===== config.mk =====
export PLATFORM = sky130hd
export DESIGN_NAME = moving_average_skip_invalid
export DESIGN_NICKNAME = d
export VERILOG_FILES = /design/src/sv/mas_pkg.sv /design/src/sv/mas_cell.sv /design/src/sv/mas_div.sv /design/src/sv/moving_average_skip_invalid.sv
export VERILOG_INCLUDE_DIRS = /design/src /design/src/sv
export SDC_FILE = /design/constraint.sdc
export NUM_CORES = 1
export LEC_CHECK = 0
export ABC_AREA = 1
export BUFFER_PORTS_ARGS = -buffer_cell sky130_fd_sc_hd__buf_2
export CAP_MARGIN = 0
export CORE_MARGIN = 4
export CORE_UTILIZATION = 55
export CTS_CLUSTER_DIAMETER = 50
export CTS_CLUSTER_SIZE = 20
export DETAILED_ROUTE_END_ITERATION = 10
export MAX_ROUTING_LAYER = met4
export PLACE_DENSITY = 0.79
export SLEW_MARGIN = 0
export SYNTH_ARGS = -nofsm -noshare
export SYNTH_HDL_FRONTEND = slang
export SYNTH_SLANG_ARGS = --single-unit

===== constraint.sdc =====
create_clock -name clk_i -period 2.85 [get_ports clk_i]
set_input_delay 0.57 -clock clk_i [delete_from_list [all_inputs] [get_ports clk_i]]
set_output_delay 0.57 -clock clk_i [all_outputs]
set_load 0.05 [all_outputs]

===== src/sv/moving_average_skip_invalid_assert.svh =====
// Assertion macros for the moving average block.
`ifndef MOVING_AVERAGE_SKIP_INVALID_ASSERT_SVH
`define MOVING_AVERAGE_SKIP_INVALID_ASSERT_SVH

// Same-cycle implication, held off during reset.
`define MAS_ASSERT_IMPL(label, clk, rstn, ante, cons) \
  label: assert property (@(posedge clk) disable iff (!(rstn)) (ante) |-> (cons)) \
    else $error("assertion failed");

// Next-cycle implication, held off during reset.
`define MAS_ASSERT_NEXT(label, clk, rstn, ante, cons) \
  label: assert property (@(posedge clk) disable iff (!(rstn)) (ante) |=> (cons)) \
    else $error("assertion failed");

`endif


===== src/sv/mas_pkg.sv =====
// Package for the moving average block: widths, reset marker and chain types.
`timescale 1ns / 1ps
package mas_pkg;

  localparam int unsigned DATA_W       = 11;
  localparam int unsigned WINDOW_MAX   = 64;
  localparam int unsigned WINDOW_LEN_D = 10;
  localparam int unsigned CNT_W        = $clog2(WINDOW_MAX + 1);
  localparam int unsigned SUM_W        = DATA_W + $clog2(WINDOW_MAX);
  localparam int unsigned OCNT_W       = 4;
  localparam logic [DATA_W-1:0] MARKER_RESET = DATA_W'(2000);
  localparam logic [OCNT_W-1:0] OCNT_MAX     = '1;

  // partial sum travelling down the cell chain
  typedef struct packed {
    logic             vld;
    logic [SUM_W-1:0] sum;
    logic [CNT_W-1:0] cnt;
  } part_t;

endpackage


===== src/sv/mas_cell.sv =====
// One window slot: holds an entry and adds it to the passing partial sum when it differs from the marker.
`timescale 1ns / 1ps
module mas_cell (
  input  logic                       clk_i,
  input  logic                       rst_ni,
  input  logic                       shift_i,
  input  logic                       fill_i,
  input  logic [mas_pkg::DATA_W-1:0] marker_i,
  input  logic [mas_pkg::DATA_W-1:0] entry_i,
  output logic [mas_pkg::DATA_W-1:0] entry_o,
  input  mas_pkg::part_t             part_i,
  output mas_pkg::part_t             part_o
);

  logic [mas_pkg::DATA_W-1:0] entry_q;
  logic                       vld_q;
  logic [mas_pkg::SUM_W-1:0]  sum_q, sum_d;
  logic [mas_pkg::CNT_W-1:0]  cnt_q, cnt_d;
  logic                       hit;

  assign hit   = (entry_q != marker_i);
  assign sum_d = part_i.sum + (hit ? mas_pkg::SUM_W'(entry_q) : '0);
  assign cnt_d = part_i.cnt + (hit ? mas_pkg::CNT_W'(1) : '0);

  always_ff @(posedge clk_i or negedge rst_ni) begin
    if (!rst_ni) begin
      entry_q <= mas_pkg::MARKER_RESET;
      vld_q   <= 1'b0;
    end else begin
      vld_q <= part_i.vld;
      if (fill_i) begin
        entry_q <= marker_i;
      end else if (shift_i) begin
        entry_q <= entry_i;
      end
    end
  end

  always_ff @(posedge clk_i) begin
    sum_q <= sum_d;
    cnt_q <= cnt_d;
  end

  assign entry_o    = entry_q;
  assign part_o.vld = vld_q;
  assign part_o.sum = sum_q;
  assign part_o.cnt = cnt_q;

endmodule


===== src/sv/mas_div.sv =====
// Restoring divider, one quotient bit per cycle, for window sum over count.
`timescale 1ns / 1ps
module mas_div (
  input  logic                      clk_i,
  input  logic                      rst_ni,
  input  logic                      start_i,
  input  logic [mas_pkg::SUM_W-1:0] dividend_i,
  input  logic [mas_pkg::CNT_W-1:0] divisor_i,
  output logic                      busy_o,
  output logic                      done_o,
  output logic [mas_pkg::SUM_W-1:0] quot_o
);

  localparam int unsigned STEP_W = $clog2(mas_pkg::SUM_W);

  logic [mas_pkg::CNT_W-1:0] rem_q, rem_d, dsr_q;
  logic [mas_pkg::SUM_W-1:0] quo_q, quo_d;
  logic [STEP_W-1:0]         step_q;
  logic                      busy_q, done_q;
  logic [mas_pkg::CNT_W:0]   trial, diff;
  logic                      ge;

  assign trial = {rem_q, quo_q[mas_pkg::SUM_W-1]};
  assign ge    = (trial >= {1'b0, dsr_q});
  assign diff  = trial - {1'b0, dsr_q};
  assign rem_d = ge ? diff[mas_pkg::CNT_W-1:0] : trial[mas_pkg::CNT_W-1:0];
  assign quo_d = {quo_q[mas_pkg::SUM_W-2:0], ge};

  always_ff @(posedge clk_i or negedge rst_ni) begin
    if (!rst_ni) begin
      busy_q <= 1'b0;
      done_q <= 1'b0;
      step_q <= '0;
    end else begin
      done_q <= 1'b0;
      if (start_i && !busy_q) begin
        busy_q <= 1'b1;
        step_q <= STEP_W'(mas_pkg::SUM_W - 1);
      end else if (busy_q) begin
        step_q <= step_q - STEP_W'(1);
        if (step_q == '0) begin
          busy_q <= 1'b0;
          done_q <= 1'b1;
        end
      end
    end
  end

  always_ff @(posedge clk_i) begin
    if (start_i && !busy_q) begin
      rem_q <= '0;
      quo_q <= dividend_i;
      dsr_q <= divisor_i;
    end else if (busy_q) begin
      rem_q <= rem_d;
      quo_q <= quo_d;
    end
  end

  assign busy_o = busy_q;
  assign done_o = done_q;
  assign quot_o = quo_q;

endmodule


===== src/sv/moving_average_skip_invalid.sv =====
// Top level of the moving average block: cell chain, divider and handshake.
//
// Requests arrive on in_valid_i/in_ready_o with func_i and sample_i.
// func_i low shifts sample_i into the window (oldest entry drops out);
// func_i high refills every slot with the invalid marker.
// Each request yields one result on out_valid_o/out_ready_i: the truncated
// mean of the entries that differ from the marker, their count (saturating
// at 15) and a flag when none are valid, in which case the mean is the marker.
// The marker is written through cfg_we_i/cfg_wdata_i; reset sets it to 2000
// and fills the window with it.
// Steps: the window is updated in a register, the partial sum walks the cell
// chain, the bit-serial divider works out SUM_W (17) quotient bits, the
// result is handed over and the output register is loaded. One request is
// in flight at a time, so a new request is taken only once the previous
// one has left the divider for the output register.
// A finished result sits in the output register while the next request is
// taken; if the receiver still stalls when that one finishes, it waits in
// the divider and no further request is taken.
`timescale 1ns / 1ps
`include "moving_average_skip_invalid_assert.svh"
module moving_average_skip_invalid #(
  parameter int unsigned WINDOW_LEN = mas_pkg::WINDOW_LEN_D
) (
  input  logic                        clk_i,
  input  logic                        rst_ni,
  input  logic                        in_valid_i,
  output logic                        in_ready_o,
  input  logic                        func_i,
  input  logic [mas_pkg::DATA_W-1:0]  sample_i,
  output logic                        out_valid_o,
  input  logic                        out_ready_i,
  output logic [mas_pkg::DATA_W-1:0]  average_o,
  output logic [mas_pkg::OCNT_W-1:0]  valid_count_o,
  output logic                        none_valid_o,
  input  logic                        cfg_we_i,
  input  logic [mas_pkg::DATA_W-1:0]  cfg_wdata_i
);

  typedef enum logic [1:0] {S_IDLE, S_RUN, S_HOLD} state_e;

  state_e                      state_q;
  logic                        accept, shift, fill, start_q;
  logic [mas_pkg::DATA_W-1:0]  marker_q;
  logic [mas_pkg::DATA_W-1:0]  entry [WINDOW_LEN];
  mas_pkg::part_t              part  [WINDOW_LEN];
  mas_pkg::part_t              part_head;
  logic [mas_pkg::CNT_W-1:0]   cnt_q;
  logic                        div_busy, div_done;
  logic [mas_pkg::SUM_W-1:0]   div_quot;
  logic                        out_valid_q, none_valid_q;
  logic [mas_pkg::DATA_W-1:0]  average_q;
  logic [mas_pkg::OCNT_W-1:0]  valid_count_q;
  logic                        slot_free;

  assign in_ready_o = (state_q == S_IDLE);
  assign accept     = in_valid_i && in_ready_o;
  assign shift      = accept && !func_i;
  assign fill       = accept && func_i;
  assign slot_free  = !out_valid_q || out_ready_i;

  assign part_head.vld = start_q;
  assign part_head.sum = '0;
  assign part_head.cnt = '0;

  always_ff @(posedge clk_i or negedge rst_ni) begin
    if (!rst_ni) begin
      marker_q <= mas_pkg::MARKER_RESET;
      start_q  <= 1'b0;
    end else begin
      start_q <= accept;
      if (cfg_we_i) begin
        marker_q <= cfg_wdata_i;
      end
    end
  end

  for (genvar i = 0; i < WINDOW_LEN; i++) begin : g_cell
    logic [mas_pkg::DATA_W-1:0] nb_entry;
    mas_pkg::part_t             nb_part;
    if (i == WINDOW_LEN - 1) begin : g_newest
      assign nb_entry = sample_i;
    end else begin : g_mid
      assign nb_entry = entry[i+1];
    end
    if (i == 0) begin : g_oldest
      assign nb_part = part_head;
    end else begin : g_tail
      assign nb_part = part[i-1];
    end
    mas_cell u_cell (
      .clk_i    (clk_i),
      .rst_ni   (rst_ni),
      .shift_i  (shift),
      .fill_i   (fill),
      .marker_i (marker_q),
      .entry_i  (nb_entry),
      .entry_o  (entry[i]),
      .part_i   (nb_part),
      .part_o   (part[i])
    );
  end

  mas_div u_div (
    .clk_i      (clk_i),
    .rst_ni     (rst_ni),
    .start_i    (part[WINDOW_LEN-1].vld),
    .dividend_i (part[WINDOW_LEN-1].sum),
    .divisor_i  (part[WINDOW_LEN-1].cnt),
    .busy_o     (div_busy),
    .done_o     (div_done),
    .quot_o     (div_quot)
  );

  always_ff @(posedge clk_i or negedge rst_ni) begin
    if (!rst_ni) begin
      state_q       <= S_IDLE;
      cnt_q         <= '0;
      out_valid_q   <= 1'b0;
      average_q     <= '0;
      valid_count_q <= '0;
      none_valid_q  <= 1'b0;
    end else begin
      if (out_valid_q && out_ready_i && state_q != S_HOLD) begin
        out_valid_q <= 1'b0;
      end
      if (part[WINDOW_LEN-1].vld) begin
        cnt_q <= part[WINDOW_LEN-1].cnt;
      end
      unique case (state_q)
        S_IDLE: begin
          if (accept) begin
            state_q <= S_RUN;
          end
        end
        S_RUN: begin
          if (div_done) begin
            state_q <= S_HOLD;
          end
        end
        S_HOLD: begin
          if (slot_free) begin
            out_valid_q   <= 1'b1;
            none_valid_q  <= (cnt_q == '0);
            average_q     <= (cnt_q == '0) ? marker_q : div_quot[mas_pkg::DATA_W-1:0];
            valid_count_q <= (cnt_q > mas_pkg::CNT_W'(mas_pkg::OCNT_MAX)) ?
                             mas_pkg::OCNT_MAX : cnt_q[mas_pkg::OCNT_W-1:0];
            state_q       <= S_IDLE;
          end
        end
        default: state_q <= S_IDLE;
      endcase
    end
  end

  assign out_valid_o   = out_valid_q;
  assign average_o     = average_q;
  assign valid_count_o = valid_count_q;
  assign none_valid_o  = none_valid_q;

  `MAS_ASSERT_NEXT(a_one_in_flight, clk_i, rst_ni, accept, !in_ready_o)
  `MAS_ASSERT_IMPL(a_chain_to_idle_div, clk_i, rst_ni, part[WINDOW_LEN-1].vld, state_q == S_RUN && !div_busy)
  `MAS_ASSERT_IMPL(a_empty_result, clk_i, rst_ni, out_valid_o && none_valid_o, valid_count_o == '0 && average_o == marker_q)

endmodule

# Word-level counts from Yosys, hierarchy flattened
# Index checks and enable logic that the tools add are counted.
[word_totals]
reg_bits = 436
out_inout_bits = 18
wordCells = 169
[classes]
addsub = 20
magnitude_cmp = 2
n_eq_ne = 16
mux = 59
n_reduce_logical = 17
[op_table]
columns = ["operator", "count"]
rows = [
  ["11-bit two-way mux", 30],
  ["17-bit adder", 9],
  ["11-bit != test", 10],
  ["7-bit adder", 9],
  ["17-bit two-way mux", 2],
  ["1-bit two-way mux", 19],
  ["5-bit two-way mux", 2],
  ["8-bit by 7-bit >= comparator with 1-bit output", 1],
  ["7-bit by 4-bit > comparator with 1-bit output, second input constant", 1],
  ["7-bit logical NOT", 1],
  ["7-bit two-way mux", 1],
  ["7-bit subtractor", 1],
  ["1-bit logical AND", 6],
  ["2-bit two-way mux", 3],
  ["2-bit case mux with 3 select lines", 1],
  ["5-bit logical NOT", 1],
  ["5-bit by 1-bit subtractor with 5-bit output, second input constant", 1],
  ["4-bit two-way mux", 1],
  ["2-bit by 1-bit != test with 1-bit output, second input constant", 2],
  ["2-bit != test, second input constant", 2],
  ["2-bit nonzero test", 2],
  ["1-bit logical NOT", 3],
  ["3-bit AND reduction", 1],
  ["2-bit by 1-bit equality test with 1-bit output, second input constant", 1],
  ["other kinds (4)", 4],
]

# Longest topological paths before layout
[depth]
ltp_word = 5
ltp_mapped = 19

# Modules after synthesis
# A second synthesis with hierarchy kept.
[unflattened]
hier_cells = 3449
area_unflattened_um2 = 25160.4
[by_module_without_submodules]
columns = ["module", "instances", "cells_each", "area_per_inst_um2"]
rows = [
  ["mas_cell at g_cell[0].u_cell ...", 9, 302, 2142.1],
  ["mas_cell at g_cell[9].u_cell", 1, 296, 2155.8],
  ["mas_div", 1, 225, 1966.9],
  ["moving_average_skip_invalid", 1, 210, 1759.2],
]

# Least setup slack after synthesis
# OpenSTA, ideal clock, no wires.
[synth_path]
path_kind = "register to register"
startpoint = "register marker_q[10] (netlist bit)"
endpoint = "register g_cell[9].u_cell.sum_q[16] (netlist bit)"
arrival_ns = 2.536
required_ns = 2.738
slack_ns = 0.202
path_stages_with_launch = 17
path_cell_list = "dfstp_2 > buf_4 > xor2_1 > nor3_1 > buf_2 > a21oi_1 > ha_1 > fa_1 > nand2_1 > nand2_1 > and2_1 > nand2_1 > nand2_1 > nand2_1 > nand2_1 > nand2_1 > nand2_1"
[synth_between]
elab_chain_cells = 3
[synth_rtl]
columns = ["element", "line_no", "text"]
rows = [
  ["from (decl)", "moving_average_skip_invalid.sv:43", "logic [mas_pkg::DATA_W-1:0] marker_q;"],
  ["from (signal assigned)", "moving_average_skip_invalid.sv:67", "marker_q <= mas_pkg::MARKER_RESET;"],
  ["from (signal assigned)", "moving_average_skip_invalid.sv:72", "marker_q <= cfg_wdata_i;"],
  ["11-bit != test", "mas_cell.sv:21", "assign hit = (entry_q != marker_i);"],
  ["11-bit two-way mux", "mas_cell.sv:22", "assign sum_d = part_i.sum + (hit ? mas_pkg::SUM_W'(entry_q) : '0);"],
  ["17-bit adder", "mas_cell.sv:22", ""],
  ["named net g_cell[9].u_cell.sum_d, one bit", "mas_cell.sv:17", "logic [mas_pkg::SUM_W-1:0] sum_q, sum_d;"],
  ["to (signal assigned)", "mas_cell.sv:40", "sum_q <= sum_d;"],
  ["to (decl)", "mas_cell.sv:17", ""],
]
# The timed path passes the listed nets, and every way through them passes these cells.
# A chain may end at the register's enable or synchronous reset.

# Final worst setup path
[layout_path]
startpoint = "register marker_q[8] (netlist bit)"
endpoint = "register g_cell[8].u_cell.sum_q[14] (netlist bit)"
[layout_between]
elab_chain_cells = 3
[layout_rtl]
columns = ["element", "line_no"]
rows = [
  ["11-bit != test", "mas_cell.sv:21"],
  ["11-bit two-way mux", "mas_cell.sv:22"],
  ["17-bit adder", "mas_cell.sv:22"],
  ["named net g_cell[8].u_cell.sum_d, one bit", "mas_cell.sv:17"],
  ["to (signal assigned)", "mas_cell.sv:40"],
  ["to (decl)", "mas_cell.sv:17"],
]
# The timed path passes the listed nets, and every way through them passes these cells.

==> impl_metrics.csv <==
group,metric,value,unit
run_status,outcome,"complete, but fails checks",
run_status,violations,"negative setup slack",
synthesis,synth_top_cell_area_share,19.9,%
critical_path,crit_chain,"buf_4 > inv_4 > nand2_1 > nand4_2 > nor3_4 > buf_4 > buf_6 > a21oi_2 > ha_1 > a21oi_1 > nand2_1 > a21oi_2 > nand2_1 > nand2_1 > nand2_1",
timing,fmaxAchievable,0.351,GHz
cells_and_area,fin_cells,3160,
cells_and_area,mostFrequentLayoutCells,"nand2_1, inv_1, dfxtp_1, nand3_1, a21oi_1",
timing,timing.slew.headroom,35.9,%
grt,grt-ovfl-total,0,
synthesis,synth_area_leaders,"dfxtp_1, dfrtp_1, nand2_1",
synthesis,syn_area_per_cell,8.24,sq um
synthesis,yosys_warnings,0,
run,cap_violations,0,
cells_and_area,fin_nets,2822,
clock_tree,clk_path_buf_depth,3,
timing,fin_setup_tns,-0.00111,ns
place,dp.cells,3026,
routing,vias_per_cell,5.68,
timing,setup_viol,1,
die,core,36800,sq um
die,die_area,40700,sq um
timing,hold_violations,0,
cells_and_area,syn_to_final_growth,17.4,%
synthesis,synth-seq-area-share,43.8,%
synthesis,ys_async_sr_fraction,41.9,%
timing,period_minus_slack,2.85,ns
timing,rsz0062_at_grt,"yes",
routing,drtIter0Drc,1456,
clock_tree,clock_latency,0.58,ns
hold_path,holdCritPathClass,"primary input to register",
critical_path,path_buf_inv,4,
synthesis,synth_seq_cells,394,
synthesis,yosysUniqueCellTypes,47,
critical_path,cp_slowest_stage_delay,0.60,ns
cells_and_area,final_util,65.9,%
cells_and_area,stdcell_area,24200,sq um
timing,whs,0.235,ns
critical_path,critPathRequiredTime,3.30,ns
routing,drt_wl_total,56.4,mm
timing,slew_violations,0,
grt,grt_pass1_wl,87.9,mm
grt,grt_max_degree,111,
cells_and_area,mostFrequentLayoutCell,"nand2_1",
die,dieWidth,202,microns
critical_path,cp_slowest_cell,"dfstp_2",
grt,antenna_found_initial,1,
power,leakage,11.8,nW
synthesis,syn_area,20600,sq um
timing,worst_pin_slew,0.956,ns
clock_tree,cts_made_buffers,40,
timing,clock-skew-final,0.0300,ns
die,ios,46,
routing,postRouteAntennaNets,0,
synthesis,synth_edf_count,24,
grt,grt_pass1_vias,17242,
die,placementRows,70,
place,numPortBuffers,45,
place,finalWeightedCongestion,0.935,
clock_tree,clkTransAtPathRegs,0.08,ns
critical_path,end_kind,"register",
critical_path,setup.worst_path.start_class,"register",
clock_tree,clkSinkCount,394,
routing,drcViolationCount,0,
power,p_per_area,1280,nW/um^2
routing,first_pass_iters,5,
critical_path,crit_top_cell,"nand2_1",
timing,min_period_over_period,100,%
grt,grt.total_usage,27.3,%
critical_path,path_max_fanout,5,
synthesis,syn_inst,2504,
clock_tree,cts-root-buf,"clkbuf_16",
timing,setup_ws,-0.00111,ns
critical_path,path_class,"register to register",
place,hpwl,40.0,mm
cells_and_area,drive_above_1_share,18.0,%
critical_path,crit_family,"simple AND/OR/NAND/NOR gates",
critical_path,cp.arrival,3.30,ns
routing,num_vias,17963,
die,fp.dieH,202,microns
clock_tree,cts_max_level,2,
synthesis,synthFlopType,"dfxtp_1",
power,peakVddDrop,0.000557,V
die,start_util,56.1,%
routing,wire_per_inst,17.9,microns
synthesis,syn_nets,2667,
place,place_area,21700,sq um
synthesis,synth.largest_area_cell,"dfxtp_1",
clock_tree,cts_tree,"yes",
-- sequential cells by signal, indices dropped and copies added, names as in the netlist, 4 cells and up --
signal and cells:
cnt_q 7, g_cell.u_cell.cnt_q 49, g_cell.u_cell.vld_q 10, g_cell.u_cell.entry_o 110, g_cell.u_cell.sum_q 149, u_div.rem_q 7, u_div.quot_o 17, u_div.dsr_q 7
average_o 11, valid_count_o 4, marker_q 11, u_div.step_q 5
-- what timing repair did --
item	4_1_cts	5_1_grt
cloned	0	5
pin swaps	0	55
setup buffers	6	47
hold buffers	1	0
setup endpoints to repair	7	77
endpoints found under the hold margin	15	0
resized for setup	4	162
-- layout make-up --
cell class              instances  area, sq um
flip-flops and latches        394         9040
inverters                     325         1230
multi-input cells            1720        10500
diodes                          1         2.50
clock inverters                29          407
fillers                      2907        12600
repair buffers                178         1420
well taps                     468          586
clock buffers                  45         1060
-- worst min-delay path, cell delays in order --
cell and delay, ns:
buf_2 0.08, nand2_1 0.04, o211ai_1 0.08
-- layer usage --
metal / track usage, % / vias up / part of all wire, %
li1: - / 8572 / -
met1: 35.8 / 8455 / 43
met2: 42.6 / 774 / 45
met3: 5.30 / 162 / 8.4
met4: 9.45 / 0 / 3.7
met5: - / - / 0
-- cell families after synthesis --
| family | Yosys count | share of synthesized area (%) |
|---|---|---|
| AOI/OAI and AO/OA | 391 | 12.1 |
| xor gates and xnor gates | 155 | 6.58 |
| adders and majority gates | 135 | 8.55 |
| buffers and inverters | 390 | 7.83 |
| DFF | 394 | 43.8 |
| and+or+nand+nor | 1039 | 21.2 |
-- where the power goes --
group / leakage (nW) / total [mW] / switching (mW) / internal (mW)
Sequential: 3.90 / 9.62 / 1.35 / 8.27
Clock: 0.719 / 5.74 / 2.59 / 3.16
Combinational: 7.14 / 15.7 / 9.70 / 6.02
Total: 11.8 / 31.1 / 13.6 / 17.4
-- per-stage QoR --
stage	setup WS, ns	total power [mW]
floorplan	0.202	19.6
global placement	-0.0261	23.1
detailed placement	-0.0479	23.5
CTS	0.0193	29.4
global route	-0.109	33.3
finish	-0.00111	31.1
-- synthesized netlist by cell type (all sizes together) (66+ instances only) --
cell / instances
a21oi: 168
dfrtp: 99
dfstp: 66
dfxtp: 205
ha: 125
inv: 325
nand2: 667
nand3: 140
nor2: 137
o21ai: 66
o221ai: 98
xor2: 119
-- path summary, 6_finish.rpt --
| path | from | to | slack [ns] | depth (start not counted) |
|---|---|---|---|---|
| max reg2reg | marker_q[8] | g_cell[8].u_cell.sum_q[14] | -0.001 | 15 |
| min in group asynchronous | rst_ni | g_cell[1].u_cell.entry_o[3] | 0.53 | 2 |
| max in group asynchronous | rst_ni | g_cell[9].u_cell.entry_o[8] | 1.54 | 3 |
| min | sample_i[2] | g_cell[9].u_cell.entry_o[2] | 0.23 | 3 |
| max | marker_q[8] | g_cell[8].u_cell.sum_q[14] | -0.001 | 15 |
| min reg2reg | g_cell[0].u_cell.vld_q | g_cell[1].u_cell.vld_q | 0.35 | 0 |
No activity file was read; power rests on OpenSTA's default activity.
